--- src/design/ttdt_pkg.sv ---
`default_nettype none

package ttdt_pkg;

  // Default number of task slots.
  localparam int unsigned NumSlotsDef = 8;

  // Field widths of one request transfer.
  localparam int unsigned ReqW    = 2;
  localparam int unsigned IndexW  = 3;
  localparam int unsigned DelayW  = 16;
  localparam int unsigned MaskW   = 8;
  localparam int unsigned InDataW = 40;

  // Request codes carried on tuser.
  typedef enum logic [ReqW-1:0] {
    REQ_TICK  = 2'd0,
    REQ_WRITE = 2'd1,
    REQ_CLEAR = 2'd2,
    REQ_NONE  = 2'd3
  } req_e;

endpackage

`default_nettype wire

--- src/design/tick_task_delay_table.sv ---
`default_nettype none

// Tick engine of a time-triggered cooperative scheduler. The block holds
// NUM_SLOTS task slots (present flag, remaining delay, reload period, due
// flag). A tick request walks the slots one per cycle through a single
// shared decrement and compare unit, fed from the delay and period memories:
// a present slot with zero delay becomes due and reloads its period (when
// nonzero), any other present slot counts down by one. A tick's result is
// loaded into the output register after the walk has updated the last slot,
// and the input is ready again once that load is done; the load waits while
// an older result is still pending. A write or clear request goes straight
// to that output load. Every request returns the due mask of the first eight
// slots on the output stream. The input side is not ready while a request is
// in work, but it takes the next request while the previous result waits in
// the output register.
module tick_task_delay_table #(
  parameter int unsigned NUM_SLOTS = ttdt_pkg::NumSlotsDef
) (
  input  wire logic                         clk_i,
  input  wire logic                         rst_ni,
  // Request stream.
  input  wire logic                         s_axis_tvalid_i,
  output logic                              s_axis_tready_o,
  // tdata from bit 0 up: task_index[2:0], start_delay[15:0],
  // repeat_period[15:0], task_present, zero fill.
  input  wire logic [ttdt_pkg::InDataW-1:0] s_axis_tdata_i,
  // tuser: req_type[1:0].
  input  wire logic [ttdt_pkg::ReqW-1:0]    s_axis_tuser_i,
  // Result stream.
  output logic                              m_axis_tvalid_o,
  input  wire logic                         m_axis_tready_i,
  // tdata from bit 0 up: due_mask[7:0].
  output logic [ttdt_pkg::MaskW-1:0]        m_axis_tdata_o
);
  import ttdt_pkg::*;

  localparam int unsigned IdxW = (NUM_SLOTS > 1) ? $clog2(NUM_SLOTS) : 1;
  localparam logic [IdxW-1:0] LastIdx = IdxW'(NUM_SLOTS - 1);

  typedef enum logic [1:0] {
    S_IDLE,
    S_TICK,
    S_OUT
  } state_e;

  // Unpacked request fields.
  logic [IndexW-1:0] in_index;
  logic [DelayW-1:0] in_delay;
  logic [DelayW-1:0] in_period;
  logic              in_present;
  req_e              in_req;

  assign in_index   = s_axis_tdata_i[2:0];
  assign in_delay   = s_axis_tdata_i[18:3];
  assign in_period  = s_axis_tdata_i[34:19];
  assign in_present = s_axis_tdata_i[35];
  assign in_req     = req_e'(s_axis_tuser_i);

  state_e                 state_q, state_d;
  logic [NUM_SLOTS-1:0]   present_q, present_d;
  logic [NUM_SLOTS-1:0]   due_q, due_d;
  logic [IdxW-1:0]        rd_idx_q, rd_idx_d;
  logic                   rd_busy_q, rd_busy_d;
  logic [IdxW-1:0]        upd_idx_q, upd_idx_d;
  logic                   upd_v_q, upd_v_d;
  logic                   out_valid_q, out_valid_d;
  logic [MaskW-1:0]       out_data_q, out_data_d;

  // Slot memories with registered read data.
  logic [DelayW-1:0] delay_mem [NUM_SLOTS];
  logic [DelayW-1:0] period_mem [NUM_SLOTS];
  logic [DelayW-1:0] dly_rd_q;
  logic [DelayW-1:0] per_rd_q;

  logic              in_xfer;
  logic              idx_ok;
  logic [IdxW-1:0]   in_slot;
  logic              dly_we;
  logic [IdxW-1:0]   dly_waddr;
  logic [DelayW-1:0] dly_wdata;
  logic              per_we;
  logic [NUM_SLOTS+MaskW-1:0] due_ext;

  assign s_axis_tready_o = (state_q == S_IDLE);
  assign in_xfer         = s_axis_tvalid_i && s_axis_tready_o;
  assign idx_ok          = (32'(in_index) < NUM_SLOTS);
  assign in_slot         = IdxW'(in_index);
  assign per_we          = in_xfer && (in_req == REQ_WRITE) && idx_ok;
  assign due_ext         = {{MaskW{1'b0}}, due_d};

  // Sequencer and the shared update unit.
  always_comb begin
    state_d     = state_q;
    present_d   = present_q;
    due_d       = due_q;
    rd_idx_d    = rd_idx_q;
    rd_busy_d   = rd_busy_q;
    upd_idx_d   = upd_idx_q;
    upd_v_d     = 1'b0;
    out_valid_d = out_valid_q;
    out_data_d  = out_data_q;
    dly_we      = 1'b0;
    dly_waddr   = in_slot;
    dly_wdata   = in_delay;

    if (out_valid_q && m_axis_tready_i) begin
      out_valid_d = 1'b0;
    end

    unique case (state_q)
      S_IDLE: begin
        if (in_xfer) begin
          state_d = S_OUT;
          case (in_req)
            REQ_TICK: begin
              state_d   = S_TICK;
              rd_idx_d  = '0;
              rd_busy_d = 1'b1;
            end
            REQ_WRITE: begin
              if (idx_ok) begin
                present_d[in_slot] = in_present;
                due_d[in_slot]     = 1'b0;
                dly_we             = 1'b1;
              end
            end
            REQ_CLEAR: begin
              if (idx_ok) begin
                due_d[in_slot] = 1'b0;
              end
            end
            default: ;
          endcase
        end
      end
      S_TICK: begin
        // Read issue for the next slot.
        if (rd_busy_q) begin
          upd_v_d   = 1'b1;
          upd_idx_d = rd_idx_q;
          if (rd_idx_q == LastIdx) begin
            rd_busy_d = 1'b0;
          end else begin
            rd_idx_d = rd_idx_q + 1'b1;
          end
        end
        // Update of the slot whose data arrived this cycle.
        if (upd_v_q) begin
          dly_waddr = upd_idx_q;
          if (present_q[upd_idx_q]) begin
            if (dly_rd_q == '0) begin
              due_d[upd_idx_q] = 1'b1;
              dly_wdata        = per_rd_q;
              dly_we           = (per_rd_q != '0);
            end else begin
              dly_wdata = dly_rd_q - 1'b1;
              dly_we    = 1'b1;
            end
          end
          if (upd_idx_q == LastIdx) begin
            state_d = S_OUT;
          end
        end
      end
      S_OUT: begin
        if (!out_valid_q || m_axis_tready_i) begin
          out_valid_d = 1'b1;
          out_data_d  = due_ext[MaskW-1:0];
          state_d     = S_IDLE;
        end
      end
      default: state_d = S_IDLE;
    endcase
  end

  // State and registered outputs.
  always_ff @(posedge clk_i or negedge rst_ni) begin
    if (!rst_ni) begin
      state_q     <= S_IDLE;
      present_q   <= '0;
      due_q       <= '0;
      rd_idx_q    <= '0;
      rd_busy_q   <= 1'b0;
      upd_idx_q   <= '0;
      upd_v_q     <= 1'b0;
      out_valid_q <= 1'b0;
    end else begin
      state_q     <= state_d;
      present_q   <= present_d;
      due_q       <= due_d;
      rd_idx_q    <= rd_idx_d;
      rd_busy_q   <= rd_busy_d;
      upd_idx_q   <= upd_idx_d;
      upd_v_q     <= upd_v_d;
      out_valid_q <= out_valid_d;
    end
  end

  // Result payload needs no reset.
  always_ff @(posedge clk_i) begin
    out_data_q <= out_data_d;
  end

  // Delay and period memories. A slot's contents are only used once a write
  // has made it present, so the memories need no reset.
  always_ff @(posedge clk_i) begin
    if (dly_we) begin
      delay_mem[dly_waddr] <= dly_wdata;
    end
    if (per_we) begin
      period_mem[in_slot] <= in_period;
    end
    dly_rd_q <= delay_mem[rd_idx_q];
    per_rd_q <= period_mem[rd_idx_q];
  end

  assign m_axis_tvalid_o = out_valid_q;
  assign m_axis_tdata_o  = out_data_q;

  // A tick transfer starts the slot walk.
  assert property (@(posedge clk_i) disable iff (!rst_ni)
    (in_xfer && (in_req == REQ_TICK)) |=> (state_q == S_TICK) && rd_busy_q)
    else $error("tick did not start the slot walk");

  // The walk only updates slots that exist.
  assert property (@(posedge clk_i) disable iff (!rst_ni)
    upd_v_q |-> (32'(upd_idx_q) < NUM_SLOTS))
    else $error("slot update beyond the table");

  // Due flags only fall on a write or clear transfer.
  assert property (@(posedge clk_i) disable iff (!rst_ni)
    (($past(due_q) & ~due_q) != '0) |->
      $past(in_xfer && ((in_req == REQ_WRITE) || (in_req == REQ_CLEAR))))
    else $error("due flag dropped without a write or clear");

  // A clear of an existing slot leaves its due flag low.
  assert property (@(posedge clk_i) disable iff (!rst_ni)
    (in_xfer && (in_req == REQ_CLEAR) && idx_ok) |=> !due_q[$past(in_slot)])
    else $error("clear did not drop the due flag");

  // No new result is loaded while an old one is still pending.
  assert property (@(posedge clk_i) disable iff (!rst_ni)
    (out_valid_q && !m_axis_tready_i) |=> $stable(out_data_q))
    else $error("pending result overwritten");

endmodule

`default_nettype wire
--- config.mk ---
export PLATFORM = sky130hd
export DESIGN_NAME = tick_task_delay_table
export DESIGN_NICKNAME = d
export VERILOG_FILES = /design/src/design/ttdt_pkg.sv /design/src/design/tick_task_delay_table.sv
export SDC_FILE = /design/constraint.sdc
export NUM_CORES = 1
export LEC_CHECK = 0
export BUFFER_PORTS_ARGS = -buffer_cell sky130_fd_sc_hd__buf_2
export CAP_MARGIN = 20
export CORE_ASPECT_RATIO = 1.2
export CORE_MARGIN = 4
export CORE_UTILIZATION = 25
export CTS_CLUSTER_SIZE = 24
export DETAILED_ROUTE_END_ITERATION = 7
export SLEW_MARGIN = 20
export SYNTH_ARGS = -nofsm -noshare
export SYNTH_HDL_FRONTEND = slang
export SYNTH_SLANG_ARGS = --single-unit
--- constraint.sdc ---
create_clock -name clk_i -period 5.2 [get_ports clk_i]
set_input_delay 0.52 -clock clk_i [delete_from_list [all_inputs] [get_ports clk_i]]
set_output_delay 0.52 -clock clk_i [all_outputs]
set_load 0.05 [all_outputs]
# --- After elaboration in Yosys (flattened, before gate mapping) ---
# Memory sizes are Yosys's and may differ from the RTL's. A register that Yosys moved wholly into a read port is not among the register bits.
# Index checks and enable logic that the tools add are counted.
classes:
  addsub: 2
  order_cmp: 4
  n_eq_ne: 13
  mux: 50
  bitwise_logic: 3
  n_reduce_logical: 19
op_table:
  columns: ["operator", "n"]
  rows:
  - ["$mux W16", 4]
  - ["$mux W8", 5]
  - ["$mux W1", 21]
  - ["$mux W3", 6]
  - ["$logic_not A16 Y1", 1]
  - ["$pmux W8 S2", 1]
  - ["$reduce_bool A16 Y1", 1]
  - ["$sub A16 B1 Y16 const B", 1]
  - ["$mux W2", 5]
  - ["$ne A2 B2 Y1 const B", 5]
  - ["$and A8 B8 Y8", 1]
  - ["$bwmux W8", 1]
  - ["$lt A3 B4 Y1 const B", 2]
  - ["$not A8 Y8", 1]
  - ["$or A8 B8 Y8", 1]
  - ["$demux W1 S3", 2]
  - ["$eq A3 B3 Y1 const B", 2]
  - ["$ge A3 B1 Y1 const B", 2]
  - ["$pmux W2 S3", 1]
  - ["$pmux W3 S2", 1]
  - ["$reduce_and A3 Y1", 2]
  - ["$logic_and A1 B1 Y1", 5]
  - ["$reduce_and A5 Y1", 1]
  - ["$eq A2 B1 Y1 const B", 2]
  - ["12 further kinds", 17]
totals:
  ff_bits: 35
  ramBits: 256
  in_bits: 46
  out_inout_bits: 10
  elab_cells: 102
  n_memories: 2
mem_list:
  columns: ["memory", "words", "width", "read_ports", "rd_ports_with_merged_regs", "wr", "line_no", "text"]
  rows:
  - ["delay_mem", 8, 16, 1, 1, 1, "tick_task_delay_table.sv:70", "logic [DelayW-1:0] delay_mem [NUM_SLOTS];"]
  - ["period_mem", 8, 16, 1, 1, 1, "tick_task_delay_table.sv:71", "logic [DelayW-1:0] period_mem [NUM_SLOTS];"]

# --- Depth between registers and ports, before layout ---
logic_depth:
  ltp_word: 9
  mapped_depth: 8
  ltp_nobuf: 7

# --- Worst setup path after synthesis ---
# Ideal clock, no wire load.
synth_path:
  kind: "register to register"
  start: "reg state_q[1]"
  end: "mem delay_mem[0][0], enable pin"
  setup_ns: 0.409
  t_arrival_ns: 2.837
  required_time_ns: 4.791
  setup_slack_ns: 1.953
  path_stages_with_launch: 8
  path_buffers: 2
  synth_period_minus_slack_ns: 3.247
  path_cell_list: "dfrtp_1 > buf_6 > and2b_2 > o311ai_1 > a2111o_1 > buf_6 > a32o_1 > nor3_1"
synth_between:
  elab_chain_cells: 6
  elab_cells_between_ends: 8
  classes_between: "eq/ne: 1; mux: 5; reduce/logical: 2"
synth_rtl:
  columns: ["element", "line_no", "text"]
  rows:
  - ["start, declared", "tick_task_delay_table.sv:59", "state_e state_q, state_d;"]
  - ["start signal, assigned", "tick_task_delay_table.sv:188", "state_q <= state_d;"]
  - ["$logic_not A2 Y1", "tick_task_delay_table.sv:84, tick_task_delay_table.sv:110", null]
  - ["$logic_and A1 B1 Y1", "tick_task_delay_table.sv:85", "assign in_xfer = s_axis_tvalid_i && s_axis_tready_o;"]
  - ["$mux W1", "tick_task_delay_table.sv:112", "if (in_xfer) begin"]
  - ["$pmux W1 S2", "tick_task_delay_table.sv:110", "unique case (state_q)"]
  - ["$mux W1", "tick_task_delay_table.sv:207", "if (dly_we) begin"]
  - ["$mux W1 (not written as such)", "tick_task_delay_table.sv:208", "delay_mem[dly_waddr] <= dly_wdata;"]
  - ["end, declared", "tick_task_delay_table.sv:70", null]
# Several ways; a longest one is shown, not always the timed one.

# --- Final worst setup path ---
layout_path:
  start: "reg dly_rd_q[0] (read register of delay_mem)"
  end: "mem delay_mem[4][1], data pin"
layout_between:
  elab_chain_cells: 5
  elab_cells_between_ends: 6
  classes_between: "add/sub: 1; mux: 4; reduce/logical: 1"
layout_rtl:
  columns: ["element", "line_no", "text"]
  rows:
  - ["start, declared", "tick_task_delay_table.sv:72", "logic [DelayW-1:0] dly_rd_q;"]
  - ["$sub A16 B1 Y16 / $logic_not A16 Y1 (equally long branches)", "tick_task_delay_table.sv:156, tick_task_delay_table.sv:151", null]
  - ["$mux W16 (*)", "tick_task_delay_table.sv:151", "if (dly_rd_q == '0) begin"]
  - ["$mux W16 (*)", "tick_task_delay_table.sv:150", "if (present_q[upd_idx_q]) begin"]
  - ["$mux W16 (*)", "tick_task_delay_table.sv:148", "if (upd_v_q) begin"]
  - ["$mux W16 (*)", "tick_task_delay_table.sv:110", null]
  - ["via dly_wdata[1]", "tick_task_delay_table.sv:80", "logic [DelayW-1:0] dly_wdata;"]
# The timed path passes the listed nets; every way through them passes the cells marked *.

==> results.ini <==
[floorplanning]
core_area_um2=50200
die_x_um=213
die_area_um2=54400
die_h_um=255
ios=56
core.rowCount=90
start_util_pct=25.2

[timing]
finalCriticalPeriod_ps=2950
rsz0062_at_grt=false
fin_tns_setup_ps=0
max-slew-margin-rel_pct=37.2
hold_viol_final=0
finalSetupViolCount=0
whs_ps=26.2
final.setup_skew_ps=28.4
drv_slew=0
tightest_slew_ps=942
clock.fmax_mhz=339
period_share_pct=56.8

[global_routing]
grt_pass1_vias=6762
track_usage_pct=9.96
grt_max_degree=52
grt_first_pass_wirelength_mm=41.4
overflow=0
antenna_found_initial=4

[clock_tree]
cts_tree=built
hold_buffers=0
clk_path_buf_depth=3
insertion_delay_ps=530
htree_levels=2
post_cts_buffers=0
cts_made_buffers=34
cts.clk_slew.worst_paths_ps=60
ctsRootBufferMaster=clkbuf_16
clock-sinks=323
cts_resized=0

[drt]
dr_total_vias=6569
ant_nets=0
drcViolationCount=0
totalWireLength_mm=27.3
drtIter0Drc=628
vias_per_cell=4.42
wl_per_cell_um=18.4
dr.pass1.iters=5

[placed_design]
port_buffers=51
place_area_um2=13800
placedCellCount=1421
place_congestion=0.796
hpwl_mm=16.9

[critical_path]
critical_path_arrival_ps=3140
worst_ep_required_time_ps=5390
worstPathMaxFanout=19
crit_path_start_kind=flop
setup.worst_path.start=dly_rd_q[0]
reg2reg_from=dly_rd_q[0]
r2r_cells=7
cp-end-kind=flop
path_class=flop to flop

[synth]
seq_area_frac_synth_pct=73.0
syn-instance-count=746
ys.flop_type=edfxtp_1
synthArstFlopShare_pct=8.36
syn_nets=798
syn_area_um2=12700
synth-edff-count=264
yosysWarnings=0
ys_types=54
synth_area_leader_cell=edfxtp_1
synth.ff_latch_count=323
synthTopCellsByArea=edfxtp_1 63%, mux4_2 11%, dfrtp_1 5.3%, dfxtp_1 5.1%, nand2_1 3.9%
synth_area_per_cell_um2=17.0
synth.top_cell.area_share_pct=62.6

[layout]
stdcell_area_um2=15000
mostFrequentLayoutCell=edfxtp_1
final_util_pct=29.9
most-common-layout-cells=264 x edfxtp_1, 130 x nand2_1, 64 x mux4_2
area_delta_synth_final_pct=18.6
drive_above_1_share_pct=26.7
final_cells=1486
layout.filler_cells=4941
fin_nets=866

[status]
status=finished, final reports clean

[pwr]
p_per_area_nw_per_um2=502
clkPwrFrac_pct=34.4
leakagePower_nw=5.14
p_sw_mw=2.13
p_sw_share_pct=28.3
seq_power_share_pct=46.1
internal-power_mw=5.41
combPwrFrac_pct=19.5
ir_drop_mv=0.179

[min_path]
hold_class=input port to async pin

[run]
drv_cap=0

==> cell families after synthesis <==
logic type,after synthesis,share of synthesized area [%]
adders and majority gates,6,0.593
buffers and inverters,48,1.70
AOI/OAI and AO/OA,67,3.35
xor gates and xnor gates,8,0.553
DFF,323,73.0
and+or+nand+nor,207,7.54
muxes,87,13.3
==> layout make-up <==
class	count	area, um^2	area share [%]
diodes	2	5.00	0.0333
clock buffers	44	940	6.25
clock inverters	18	279	1.86
inverters	12	45.0	0.300
multi-input cells	375	3300	22.0
flip-flops and latches	323	9250	61.6
well taps	644	806	5.36
repair buffers	68	403	2.68
==> cell usage after synthesis, drive strengths merged (5+ instances only) <==
cell type  count
mux2i         12
o21ai         35
nand2        131
xnor2          5
dfrtp         27
nand2b        10
edfxtp       264
nor4           7
clkbuf        18
buf           18
ha             6
dfxtp         32
nor3          14
inv           12
nor2          17
o31ai          9
mux4          64
mux2          11
==> routing by layer <==
| metal | wire [um] | share of wire [%] | track usage (%) | vias to the layer above |
|---|---|---|---|---|
| li1 | - | - | - | 3026 |
| met1 | 11800 | 43 | 12.9 | 3369 |
| met2 | 13700 | 50 | 17.0 | 128 |
| met3 | 1250 | 4.6 | 2.18 | 42 |
| met4 | 566 | 2.1 | 2.67 | 4 |
| met5 | 21 | 0.077 | 0 | - |
==> power by group through the flow <==
stage	Clock (mW)	Sequential [mW]	Combinational (mW)
2_1_floorplan	0	3.34	1.21
3_3_place_gp	0	3.59	1.40
3_5_place_dp	0	3.59	1.42
4_1_cts	2.66	3.54	1.42
5_1_grt	2.76	3.52	1.61
6_report	2.60	3.48	1.47
==> stage by stage <==
stage,power [mW],setup slack (ps)
after floorplan,4.56,1950
after global placement,4.99,1980
after detailed placement,5.01,1870
after CTS,7.62,2130
after global routing,7.89,1980
final,7.54,2250
==> registers in the layout (all words and copies together), names as in the netlist <==
register,flops
delay_mem,128
dly_rd_q,16
due_q,8
m_axis_tdata_o,8
m_axis_tvalid_o,1
per_rd_q,16
period_mem,128
present_q,8
rd_busy_q,1
rd_idx_q,3
state_q,2
upd_idx_q,3
upd_v_q,1
==> critical path, cell delays in order (launching register included) <==
cell     delay (ps)
dfxtp_1         360
inv_1           110
ha_1            180
or4b_1          490
nor2_1          180
nand2_2         330
and2_0          290
o31ai_1         690
==> worst paths after layout <==
check                                    to  slack, ps
setup reg to reg            delay_mem[4][1]       2250
hold / removal              m_axis_tvalid_o         30
setup / recovery            delay_mem[4][1]       2250
min in group clk_i         period_mem[1][5]        270
max in group asynchronous       rd_idx_q[0]       4700
hold reg to reg                present_q[1]        500
(Power assumes the default switching activity.)
